[config.mk]
export PLATFORM = sky130hd
export DESIGN_NAME = base64_stream_codec_unit_flat
export DESIGN_NICKNAME = d
export VERILOG_FILES = /design/src/b64sc_pkg.sv /design/src/b64sc_in_if.sv /design/src/b64sc_out_if.sv /design/src/b64sc_cfg_if.sv /design/src/b64sc_front.sv /design/src/b64sc_queue.sv /design/src/b64sc_back.sv /design/src/base64_stream_codec_unit.sv /design/src/flat_wrapper.sv
export VERILOG_INCLUDE_DIRS = /design/src /design/src/src
export SDC_FILE = /design/constraint.sdc
export NUM_CORES = 1
export LEC_CHECK = 0
export BUFFER_PORTS_ARGS = -buffer_cell sky130_fd_sc_hd__buf_2
export CAP_MARGIN = 20
export CORE_ASPECT_RATIO = 1.1
export CORE_UTILIZATION = 35
export CTS_CLUSTER_DIAMETER = 50
export CTS_CLUSTER_SIZE = 24
export DETAILED_ROUTE_END_ITERATION = 8
export PLACE_DENSITY_LB_ADDON = 0.25
export REMOVE_ABC_BUFFERS = 1
export SLEW_MARGIN = 20
export SYNTH_ARGS = -nofsm -noshare
export SYNTH_HDL_FRONTEND = slang
export SYNTH_SLANG_ARGS = --single-unit
[constraint.sdc]
create_clock -name clk -period 3.2 [get_ports clk]
set_input_delay 0.64 -clock clk [delete_from_list [all_inputs] [get_ports clk]]
set_output_delay 0.64 -clock clk [all_outputs]
set_load 0.01 [all_outputs]
[src/assert_macros.svh]
// assertion helpers for the codec
`ifndef ASSERT_MACROS_SVH
`define ASSERT_MACROS_SVH

`ifndef SYNTHESIS
`define B64_ASSERT(lbl, clk, rst, prop) \
  lbl: assert property (@(posedge clk) disable iff (rst) (prop)) \
    else $error("codec assertion failed");
`define B64_NEVER(lbl, clk, rst, cond) \
  `B64_ASSERT(lbl, clk, rst, !(cond))
`else
`define B64_ASSERT(lbl, clk, rst, prop)
`define B64_NEVER(lbl, clk, rst, cond)
`endif

`endif

[src/b64sc_pkg.sv]
package b64sc_pkg;

  localparam logic MODE_ENCODE = 1'b0;
  localparam logic MODE_DECODE = 1'b1;

  localparam logic [7:0] PAD_CHAR = 8'h3D;

  typedef struct packed {
    logic [23:0] bits;
    logic [2:0]  cnt;
    logic [1:0]  pads;
    logic        last;
    logic        dec;
  } job_t;

  function automatic logic [7:0] enc_char(input logic [5:0] s);
    logic [7:0] s8;
    s8 = {2'b00, s};
    if (s < 6'd26) begin
      return 8'h41 + s8;
    end else if (s < 6'd52) begin
      return 8'h61 + s8 - 8'd26;
    end else if (s < 6'd62) begin
      return 8'h30 + s8 - 8'd52;
    end else if (s == 6'd62) begin
      return 8'h2B;
    end
    return 8'h2F;
  endfunction

  function automatic logic [5:0] dec_sextet(input logic [7:0] ch);
    logic [7:0] v;
    v = 8'h00;
    if (ch >= 8'h41 && ch <= 8'h5A) begin
      v = ch - 8'h41;
    end else if (ch >= 8'h61 && ch <= 8'h7A) begin
      v = ch - 8'h61 + 8'd26;
    end else if (ch >= 8'h30 && ch <= 8'h39) begin
      v = ch - 8'h30 + 8'd52;
    end else if (ch == 8'h2B) begin
      v = 8'd62;
    end else if (ch == 8'h2F) begin
      v = 8'd63;
    end
    return v[5:0];
  endfunction

endpackage

[src/b64sc_in_if.sv]
interface b64sc_in_if;
  logic       valid;
  logic       ready;
  logic [7:0] in_byte;
  logic       in_last;

  modport source (output valid, output in_byte, output in_last, input ready);
  modport sink (input valid, input in_byte, input in_last, output ready);
endinterface

[src/b64sc_out_if.sv]
interface b64sc_out_if;
  logic       valid;
  logic       ready;
  logic [7:0] out_byte;
  logic       out_last;

  modport source (output valid, output out_byte, output out_last, input ready);
  modport sink (input valid, input out_byte, input out_last, output ready);
endinterface

[src/b64sc_cfg_if.sv]
interface b64sc_cfg_if;
  logic valid;
  logic ready;
  logic mode;

  modport source (output valid, output mode, input ready);
  modport sink (input valid, input mode, output ready);
endinterface

[src/b64sc_front.sv]
module b64sc_front (
  input  logic             clk,
  input  logic             rst,
  b64sc_in_if.sink         feed,
  b64sc_cfg_if.sink        cfg,
  input  logic             q_full,
  output logic             q_push,
  output b64sc_pkg::job_t  job
);
  import b64sc_pkg::*;

  logic        mode;
  logic [23:0] group_bits, group_bits_next;
  logic [1:0]  group_fill, group_fill_next;
  logic [1:0]  pad_flags, pad_flags_next;

  logic        accept;
  logic [1:0]  eff_fill;
  logic [2:0]  fill_inc;
  logic [23:0] enc_ins, dec_ins, bits_new;
  logic [5:0]  sx;
  logic        is_pad;
  logic [1:0]  pf_new;
  logic [2:0]  pad_cnt;

  assign feed.ready = !q_full;
  assign cfg.ready  = 1'b1;
  assign accept     = feed.valid && feed.ready;

  assign eff_fill = (group_fill == 2'd3) ? 2'd2 : group_fill;
  assign fill_inc = {1'b0, eff_fill} + 3'd1;
  assign sx       = dec_sextet(feed.in_byte);
  assign is_pad   = (feed.in_byte == PAD_CHAR);

  always_comb begin
    case (eff_fill)
      2'd0:    enc_ins = {feed.in_byte, 16'h0000};
      2'd1:    enc_ins = {8'h00, feed.in_byte, 8'h00};
      default: enc_ins = {16'h0000, feed.in_byte};
    endcase
    case (group_fill)
      2'd0:    dec_ins = {sx, 18'h00000};
      2'd1:    dec_ins = {6'h00, sx, 12'h000};
      2'd2:    dec_ins = {12'h000, sx, 6'h00};
      default: dec_ins = {18'h00000, sx};
    endcase
  end

  always_comb begin
    group_bits_next = group_bits;
    group_fill_next = group_fill;
    pad_flags_next  = pad_flags;
    q_push          = 1'b0;
    job             = '0;
    bits_new        = group_bits;
    pf_new          = pad_flags;
    pad_cnt         = 3'd0;
    if (accept) begin
      if (mode == MODE_ENCODE) begin
        bits_new = group_bits | enc_ins;
        if (fill_inc < 3'd3 && !feed.in_last) begin
          group_bits_next = bits_new;
          group_fill_next = fill_inc[1:0];
        end else begin
          q_push          = 1'b1;
          job.bits        = bits_new;
          job.cnt         = 3'd4;
          job.pads        = 2'(3'd3 - fill_inc);
          job.last        = feed.in_last;
          job.dec         = 1'b0;
          group_bits_next = '0;
          group_fill_next = '0;
          pad_flags_next  = '0;
        end
      end else begin
        bits_new = group_bits | dec_ins;
        if (group_fill == 2'd2 && is_pad) begin
          pf_new[0] = 1'b1;
        end
        if (group_fill != 2'd3) begin
          if (feed.in_last) begin
            group_bits_next = '0;
            group_fill_next = '0;
            pad_flags_next  = '0;
          end else begin
            group_bits_next = bits_new;
            group_fill_next = group_fill + 2'd1;
            pad_flags_next  = pf_new;
          end
        end else begin
          if (is_pad) begin
            pf_new[1] = 1'b1;
          end
          if (feed.in_last) begin
            pad_cnt = {2'b00, pf_new[0]} + {2'b00, pf_new[1]};
          end
          q_push          = 1'b1;
          job.bits        = bits_new;
          job.cnt         = 3'd3 - pad_cnt;
          job.pads        = 2'd0;
          job.last        = feed.in_last;
          job.dec         = 1'b1;
          group_bits_next = '0;
          group_fill_next = '0;
          pad_flags_next  = '0;
        end
      end
    end
  end

  always_ff @(posedge clk) begin
    if (rst) begin
      mode       <= MODE_ENCODE;
      group_bits <= '0;
      group_fill <= '0;
      pad_flags  <= '0;
    end else if (cfg.valid && cfg.ready) begin
      mode       <= cfg.mode;
      group_bits <= '0;
      group_fill <= '0;
      pad_flags  <= '0;
    end else begin
      group_bits <= group_bits_next;
      group_fill <= group_fill_next;
      pad_flags  <= pad_flags_next;
    end
  end

endmodule

[src/b64sc_queue.sv]
module b64sc_queue (
  input  logic             clk,
  input  logic             rst,
  input  logic             push,
  input  b64sc_pkg::job_t  wr_job,
  output logic             full,
  input  logic             pop,
  output logic             rd_valid,
  output b64sc_pkg::job_t  rd_job
);
  import b64sc_pkg::*;

  job_t       slots [2];
  logic       wr_ptr, rd_ptr;
  logic [1:0] count;

  assign full     = (count == 2'd2);
  assign rd_valid = (count != 2'd0);
  assign rd_job   = slots[rd_ptr];

  always_ff @(posedge clk) begin
    if (push) begin
      slots[wr_ptr] <= wr_job;
    end
  end

  always_ff @(posedge clk) begin
    if (rst) begin
      wr_ptr <= 1'b0;
      rd_ptr <= 1'b0;
      count  <= 2'd0;
    end else begin
      if (push) begin
        wr_ptr <= !wr_ptr;
      end
      if (pop) begin
        rd_ptr <= !rd_ptr;
      end
      case ({push, pop})
        2'b10:   count <= count + 2'd1;
        2'b01:   count <= count - 2'd1;
        default: count <= count;
      endcase
    end
  end

endmodule

[src/b64sc_back.sv]
module b64sc_back (
  input  logic             clk,
  input  logic             rst,
  input  logic             q_valid,
  input  b64sc_pkg::job_t  q_job,
  output logic             q_pop,
  b64sc_out_if.source      drain
);
  import b64sc_pkg::*;

  job_t       cur;
  logic       cur_valid;
  logic [1:0] idx;
  logic       o_valid;
  logic [7:0] o_byte;
  logic       o_last;

  logic       advance;
  logic       final_beat;
  logic [5:0] sextet;
  logic [7:0] data_byte;
  logic [7:0] item;

  assign drain.valid    = o_valid;
  assign drain.out_byte = o_byte;
  assign drain.out_last = o_last;

  assign advance    = cur_valid && (!o_valid || drain.ready);
  assign final_beat = ({1'b0, idx} == (cur.cnt - 3'd1));
  assign q_pop      = q_valid && (!cur_valid || (advance && final_beat));

  always_comb begin
    case (idx)
      2'd0:    sextet = cur.bits[23:18];
      2'd1:    sextet = cur.bits[17:12];
      2'd2:    sextet = cur.bits[11:6];
      default: sextet = cur.bits[5:0];
    endcase
    case (idx)
      2'd0:    data_byte = cur.bits[23:16];
      2'd1:    data_byte = cur.bits[15:8];
      default: data_byte = cur.bits[7:0];
    endcase
    if (cur.dec) begin
      item = data_byte;
    end else if ({1'b0, idx} >= (3'd4 - {1'b0, cur.pads})) begin
      item = PAD_CHAR;
    end else begin
      item = enc_char(sextet);
    end
  end

  always_ff @(posedge clk) begin
    if (advance) begin
      o_byte <= item;
      o_last <= cur.last && final_beat;
    end
    if (q_pop) begin
      cur <= q_job;
    end
  end

  always_ff @(posedge clk) begin
    if (rst) begin
      cur_valid <= 1'b0;
      idx       <= 2'd0;
      o_valid   <= 1'b0;
    end else begin
      if (advance) begin
        o_valid <= 1'b1;
      end else if (drain.ready) begin
        o_valid <= 1'b0;
      end
      if (q_pop) begin
        cur_valid <= 1'b1;
        idx       <= 2'd0;
      end else if (advance) begin
        if (final_beat) begin
          cur_valid <= 1'b0;
          idx       <= 2'd0;
        end else begin
          idx <= idx + 2'd1;
        end
      end
    end
  end

endmodule

[src/base64_stream_codec_unit.sv]
// a completed group passes through the job queue, the current-job register and the output register
// encode throughput: 4 output beats per 3 input bytes, one output beat a cycle while the drain is ready
// decode throughput: one input beat a cycle while the queue has room, up to 3 output beats per 4 inputs
// rate set by the single output register draining one beat per cycle while the drain is ready
// reset: synchronous, clears mode to encode, the partial group, queue and output
`include "assert_macros.svh"

module base64_stream_codec_unit (
  input  logic        clk,
  input  logic        rst,
  b64sc_in_if.sink    feed,
  b64sc_cfg_if.sink   cfg,
  b64sc_out_if.source drain
);
  import b64sc_pkg::*;

  logic q_push, q_full, q_pop, q_valid;
  job_t job, q_job;

  b64sc_front u_front (
    .clk    (clk),
    .rst    (rst),
    .feed   (feed),
    .cfg    (cfg),
    .q_full (q_full),
    .q_push (q_push),
    .job    (job)
  );

  b64sc_queue u_queue (
    .clk      (clk),
    .rst      (rst),
    .push     (q_push),
    .wr_job   (job),
    .full     (q_full),
    .pop      (q_pop),
    .rd_valid (q_valid),
    .rd_job   (q_job)
  );

  b64sc_back u_back (
    .clk     (clk),
    .rst     (rst),
    .q_valid (q_valid),
    .q_job   (q_job),
    .q_pop   (q_pop),
    .drain   (drain)
  );

  `B64_NEVER(a_queue_overflow, clk, rst, q_push && q_full)
  `B64_NEVER(a_queue_underflow, clk, rst, q_pop && !q_valid)
  `B64_ASSERT(a_job_count, clk, rst, q_push |-> (job.cnt != 3'd0 && job.cnt <= 3'd4))
  `B64_ASSERT(a_encode_four, clk, rst, (q_push && !job.dec) |-> (job.cnt == 3'd4))

endmodule

[src/flat_wrapper.sv]
// flat-port wrapper written by rule: the top's interface ports become plain ports
module base64_stream_codec_unit_flat import b64sc_pkg::*;
  (clk, rst, feed_valid, feed_in_byte, feed_in_last, feed_ready, cfg_valid, cfg_mode, cfg_ready, drain_valid, drain_out_byte, drain_out_last, drain_ready);
  b64sc_in_if feed_i ();
  b64sc_cfg_if cfg_i ();
  b64sc_out_if drain_i ();
  input  logic clk;
  input  logic rst;
  input wire logic [$bits(feed_i.valid)-1:0] feed_valid;
  input wire logic [$bits(feed_i.in_byte)-1:0] feed_in_byte;
  input wire logic [$bits(feed_i.in_last)-1:0] feed_in_last;
  output wire logic [$bits(feed_i.ready)-1:0] feed_ready;
  input wire logic [$bits(cfg_i.valid)-1:0] cfg_valid;
  input wire logic [$bits(cfg_i.mode)-1:0] cfg_mode;
  output wire logic [$bits(cfg_i.ready)-1:0] cfg_ready;
  output wire logic [$bits(drain_i.valid)-1:0] drain_valid;
  output wire logic [$bits(drain_i.out_byte)-1:0] drain_out_byte;
  output wire logic [$bits(drain_i.out_last)-1:0] drain_out_last;
  input wire logic [$bits(drain_i.ready)-1:0] drain_ready;
  assign feed_i.valid = feed_valid;
  assign feed_i.in_byte = feed_in_byte;
  assign feed_i.in_last = feed_in_last;
  assign feed_ready = feed_i.ready;
  assign cfg_i.valid = cfg_valid;
  assign cfg_i.mode = cfg_mode;
  assign cfg_ready = cfg_i.ready;
  assign drain_valid = drain_i.valid;
  assign drain_out_byte = drain_i.out_byte;
  assign drain_out_last = drain_i.out_last;
  assign drain_i.ready = drain_ready;
  base64_stream_codec_unit u_core (.clk(clk), .rst(rst), .feed(feed_i), .cfg(cfg_i), .drain(drain_i));
endmodule
==> reports/metrics.yaml <==
status: "finished, final reports clean"
clk_path_buf_depth: 2
io_buffers: 25
cts_resized: 0
cts_tree: "done"
max-slew-margin-rel: 0.381
gp_congestion: 0.851
track_usage: 0.180
cts-root-buf: "clkbuf_16"
finalSetupViolCount: 0
area_delta_synth_final_pct: 14.9
antennaDiodeCount: 0
die_h_um: 153
synth_mux_area_frac: 0.0552
final-max-slew-violation-count: 0
antenna_found_initial: 0
cts.sinks: 138
ant_nets: 0
cp-end-kind: "flip-flop"
synthTopCellsByCount: "102 x edfxtp_1, 49 x o21ai_0, 42 x nand2_1"
period_needed_ns: 2.95
dieArea_um2: 21400
skew_ns: 0.0121
synth_top_area_frac: 0.420
start_kind: "flip-flop"
path_cells: "inv_1 -> ha_1 -> a222oi_1 -> mux2i_2 -> ha_1 -> a211oi_1 -> a211o_1 -> nor2_1 -> a21oi_1 -> a31o_2 -> a31oi_1"
pre_cts_slack_ns: -0.0111
post_drt_wl_per_cell_um: 19.2
fmax_mhz: 339
htree_levels: 4
slowest_stage: "a222oi_1"
core_area_um2: 20500
vias: 5463
start_util: 0.356
netlist_instances: 667
post-route-period-util: 0.922
synth_fa_ha_area_frac: 0.0497
synth_edf_count: 102
fillers: 1946
setup_tns_ns: 0
critPathMaxFanout: 5
dpl.hpwl_mm: 13.4
finalNetCount: 749
critical_path.max_stage_delay_ns: 0.45
cts_setup_buffers: 0
hold_violations: 0
syn_avg_cell_area_um2: 10.9
holdWs_ns: 0.471
yosysSeqAreaShare: 0.518
min_path_type: "in -> reg"
synth_xor_area_frac: 0.0156
drt_drc_violations_left: 0
leakage_nw: 3.01
rows: 55
yosys_warnings: 0
report.power.total_mw: 7.29
synth.distinct_cells: 73
wl_mm: 18.7
cap_violations: 0
die_w_um: 140
clkTransAtPathRegs_ns: 0.06
dpl.cell_count: 942
hold_buffers: 0
postLayoutSetupSlackWorst_ns: 0.251
tightest_slew_ns: 0.921
synth_top_family_by_area: "compound AO/OA/AOI/OAI gates"
drt_iter0_drc: 447
grt_pass1_wl_mm: 29.7
via_per_inst: 5.61
synth_largest_area_cell: "edfxtp_1"
yosys-top-cells-area: "edfxtp_1 42%, dfxtp_1 9.9%, ha_1 5.0%, mux2_2 4.8%, a22oi_1 3.9%"
rsz0062_at_grt: "false"
synth_compound_area_frac: 0.212
cp_common_cell: "ha_1"
post-synth-top-count-cell: "edfxtp_1"
arrival_ns: 3.09
grt_start_max_net_pins: 35
synthArstFlopShare: 0
ys.flop_type: "edfxtp_1"
grt_pass1_vias: 5363
cts_buffers: 17
ios: 27
powerDensity_nw_per_um2: 869
ir_drop_mv: 0.460
ys_ff_latch: 138
worstPathRequired_ns: 3.35
finalNonFillerCells: 974
drive_above_1_share: 0.188
grt_overflow_total: 0
clock_latency_ns: 0.42
dr.pass1.iters: 8
synth-simple-area-share: 0.107
synthesis.area_um2: 7300
critical_path_class: "reg -> reg"
-- cell families (layout without fill, tap and decap cells) --
logic type / count (synthesis) / in the layout
mux: 36 / 36
xor+xnor: 13 / 13
fa+ha+maj: 29 / 29
compound gates: 221 / 221
other cells: 1 / 1
buf+inv: 72 / 123
flops: 138 / 138
simple gates: 157 / 157
-- placed cells by master, fill, tap and decap left out, drive strengths merged, types with 6 or more instances in the layout --
cell type    n
clkbuf      23
xor2         6
buf         58
nand2       43
and2         7
a32oi        6
a211oi       8
inv         33
nor2        38
a21oi       39
o22ai        7
mux2        31
and3         8
o211ai       7
a31oi       12
ha          29
a21o         6
dfxtp       36
xnor2        7
o21ai       57
nand2b       7
nand3       18
edfxtp     102
nor3        12
a22oi       38
-- power breakdown --
| group | switching, mW | internal [mW] |
|---|---|---|
| registers | 0.216 | 2.45 |
| logic | 1.61 | 1.08 |
| clock network | 0.717 | 1.22 |
| total | 2.54 | 4.75 |
-- registers in the layout, indices dropped and copies added (netlist names) --
signal,flops
u_core.u_back.drain.valid,1
u_core.u_queue.rd_ptr,1
u_core.u_front.mode,1
u_core.u_back.cur,31
u_core.u_front.group_fill,2
u_core.u_queue.count,2
u_core.u_back.idx,2
u_core.u_front.group_bits,24
u_core.u_queue.wr_ptr,1
u_core.u_queue.slots,62
u_core.u_back.drain.out_last,1
u_core.u_back.drain.out_byte,8
u_core.u_front.pad_flags,1
u_core.u_back.cur_valid,1
-- stage by stage --
| step | utilization | cell area [um2] |
|---|---|---|
| finish | 0.409 | 8390 |
| global route | 0.409 | 8390 |
| CTS | 0.409 | 8390 |
| detailed placement | 0.381 | 7820 |
| global placement | 0.381 | 7820 |
| floorplan | - | 7120 |
-- metal layers --
layer  share of wire  global-route usage  vias up  wire length, um
met4           0.040              0.0994        0              753
li1                -                   -     2614                -
met3           0.044              0.0323       48              827
met2            0.49               0.297      199             9130
met5               0                   0        -                0
met1            0.43               0.223     2602             7990
-- final cells by class --
type                       count  area [um2]  share of cell area
sequential                   138        3780               0.451
multi-input combinational    457        3210               0.383
tap                          256         320              0.0382
inverter                      33         124              0.0148
clock buffer                  23         448              0.0534
clock inverter                 9         123              0.0146
timing repair buffer          58         373              0.0445
-- critical path, delay by kind of cell, from the launching register on --
kind / cells / cell delay [ns]
multiplexers: 1 / 0.19
AO/OA/AOI/OAI: 6 / 1.43
buffers and inverters: 1 / 0.10
adder cells (fa/ha/maj): 2 / 0.49
AND/OR/NAND/NOR: 1 / 0.09
flip-flops: 1 / 0.38
-- worst paths after layout --
| kind | startpoint | endpoint | slack [ns] | cells after the start |
|---|---|---|---|---|
| worst max register to register | u_core.u_back.idx[0]$_SDFFE_PP0P_ | u_core.u_back.drain.out_byte[3]$_DFFE_PP_ | 0.25 | 11 |
| worst min register to register | u_core.u_back.cur_valid$_SDFFE_PP0P_ | u_core.u_back.drain.valid$_SDFFE_PP0P_ | 0.47 | 2 |
| worst min-delay path | cfg_mode | u_core.u_front.mode$_SDFFE_PP0P_ | 0.47 | 3 |
| worst max-delay path | u_core.u_back.idx[0]$_SDFFE_PP0P_ | u_core.u_back.drain.out_byte[3]$_DFFE_PP_ | 0.25 | 11 |
Note: power is estimated with default switching activity, not from simulation.
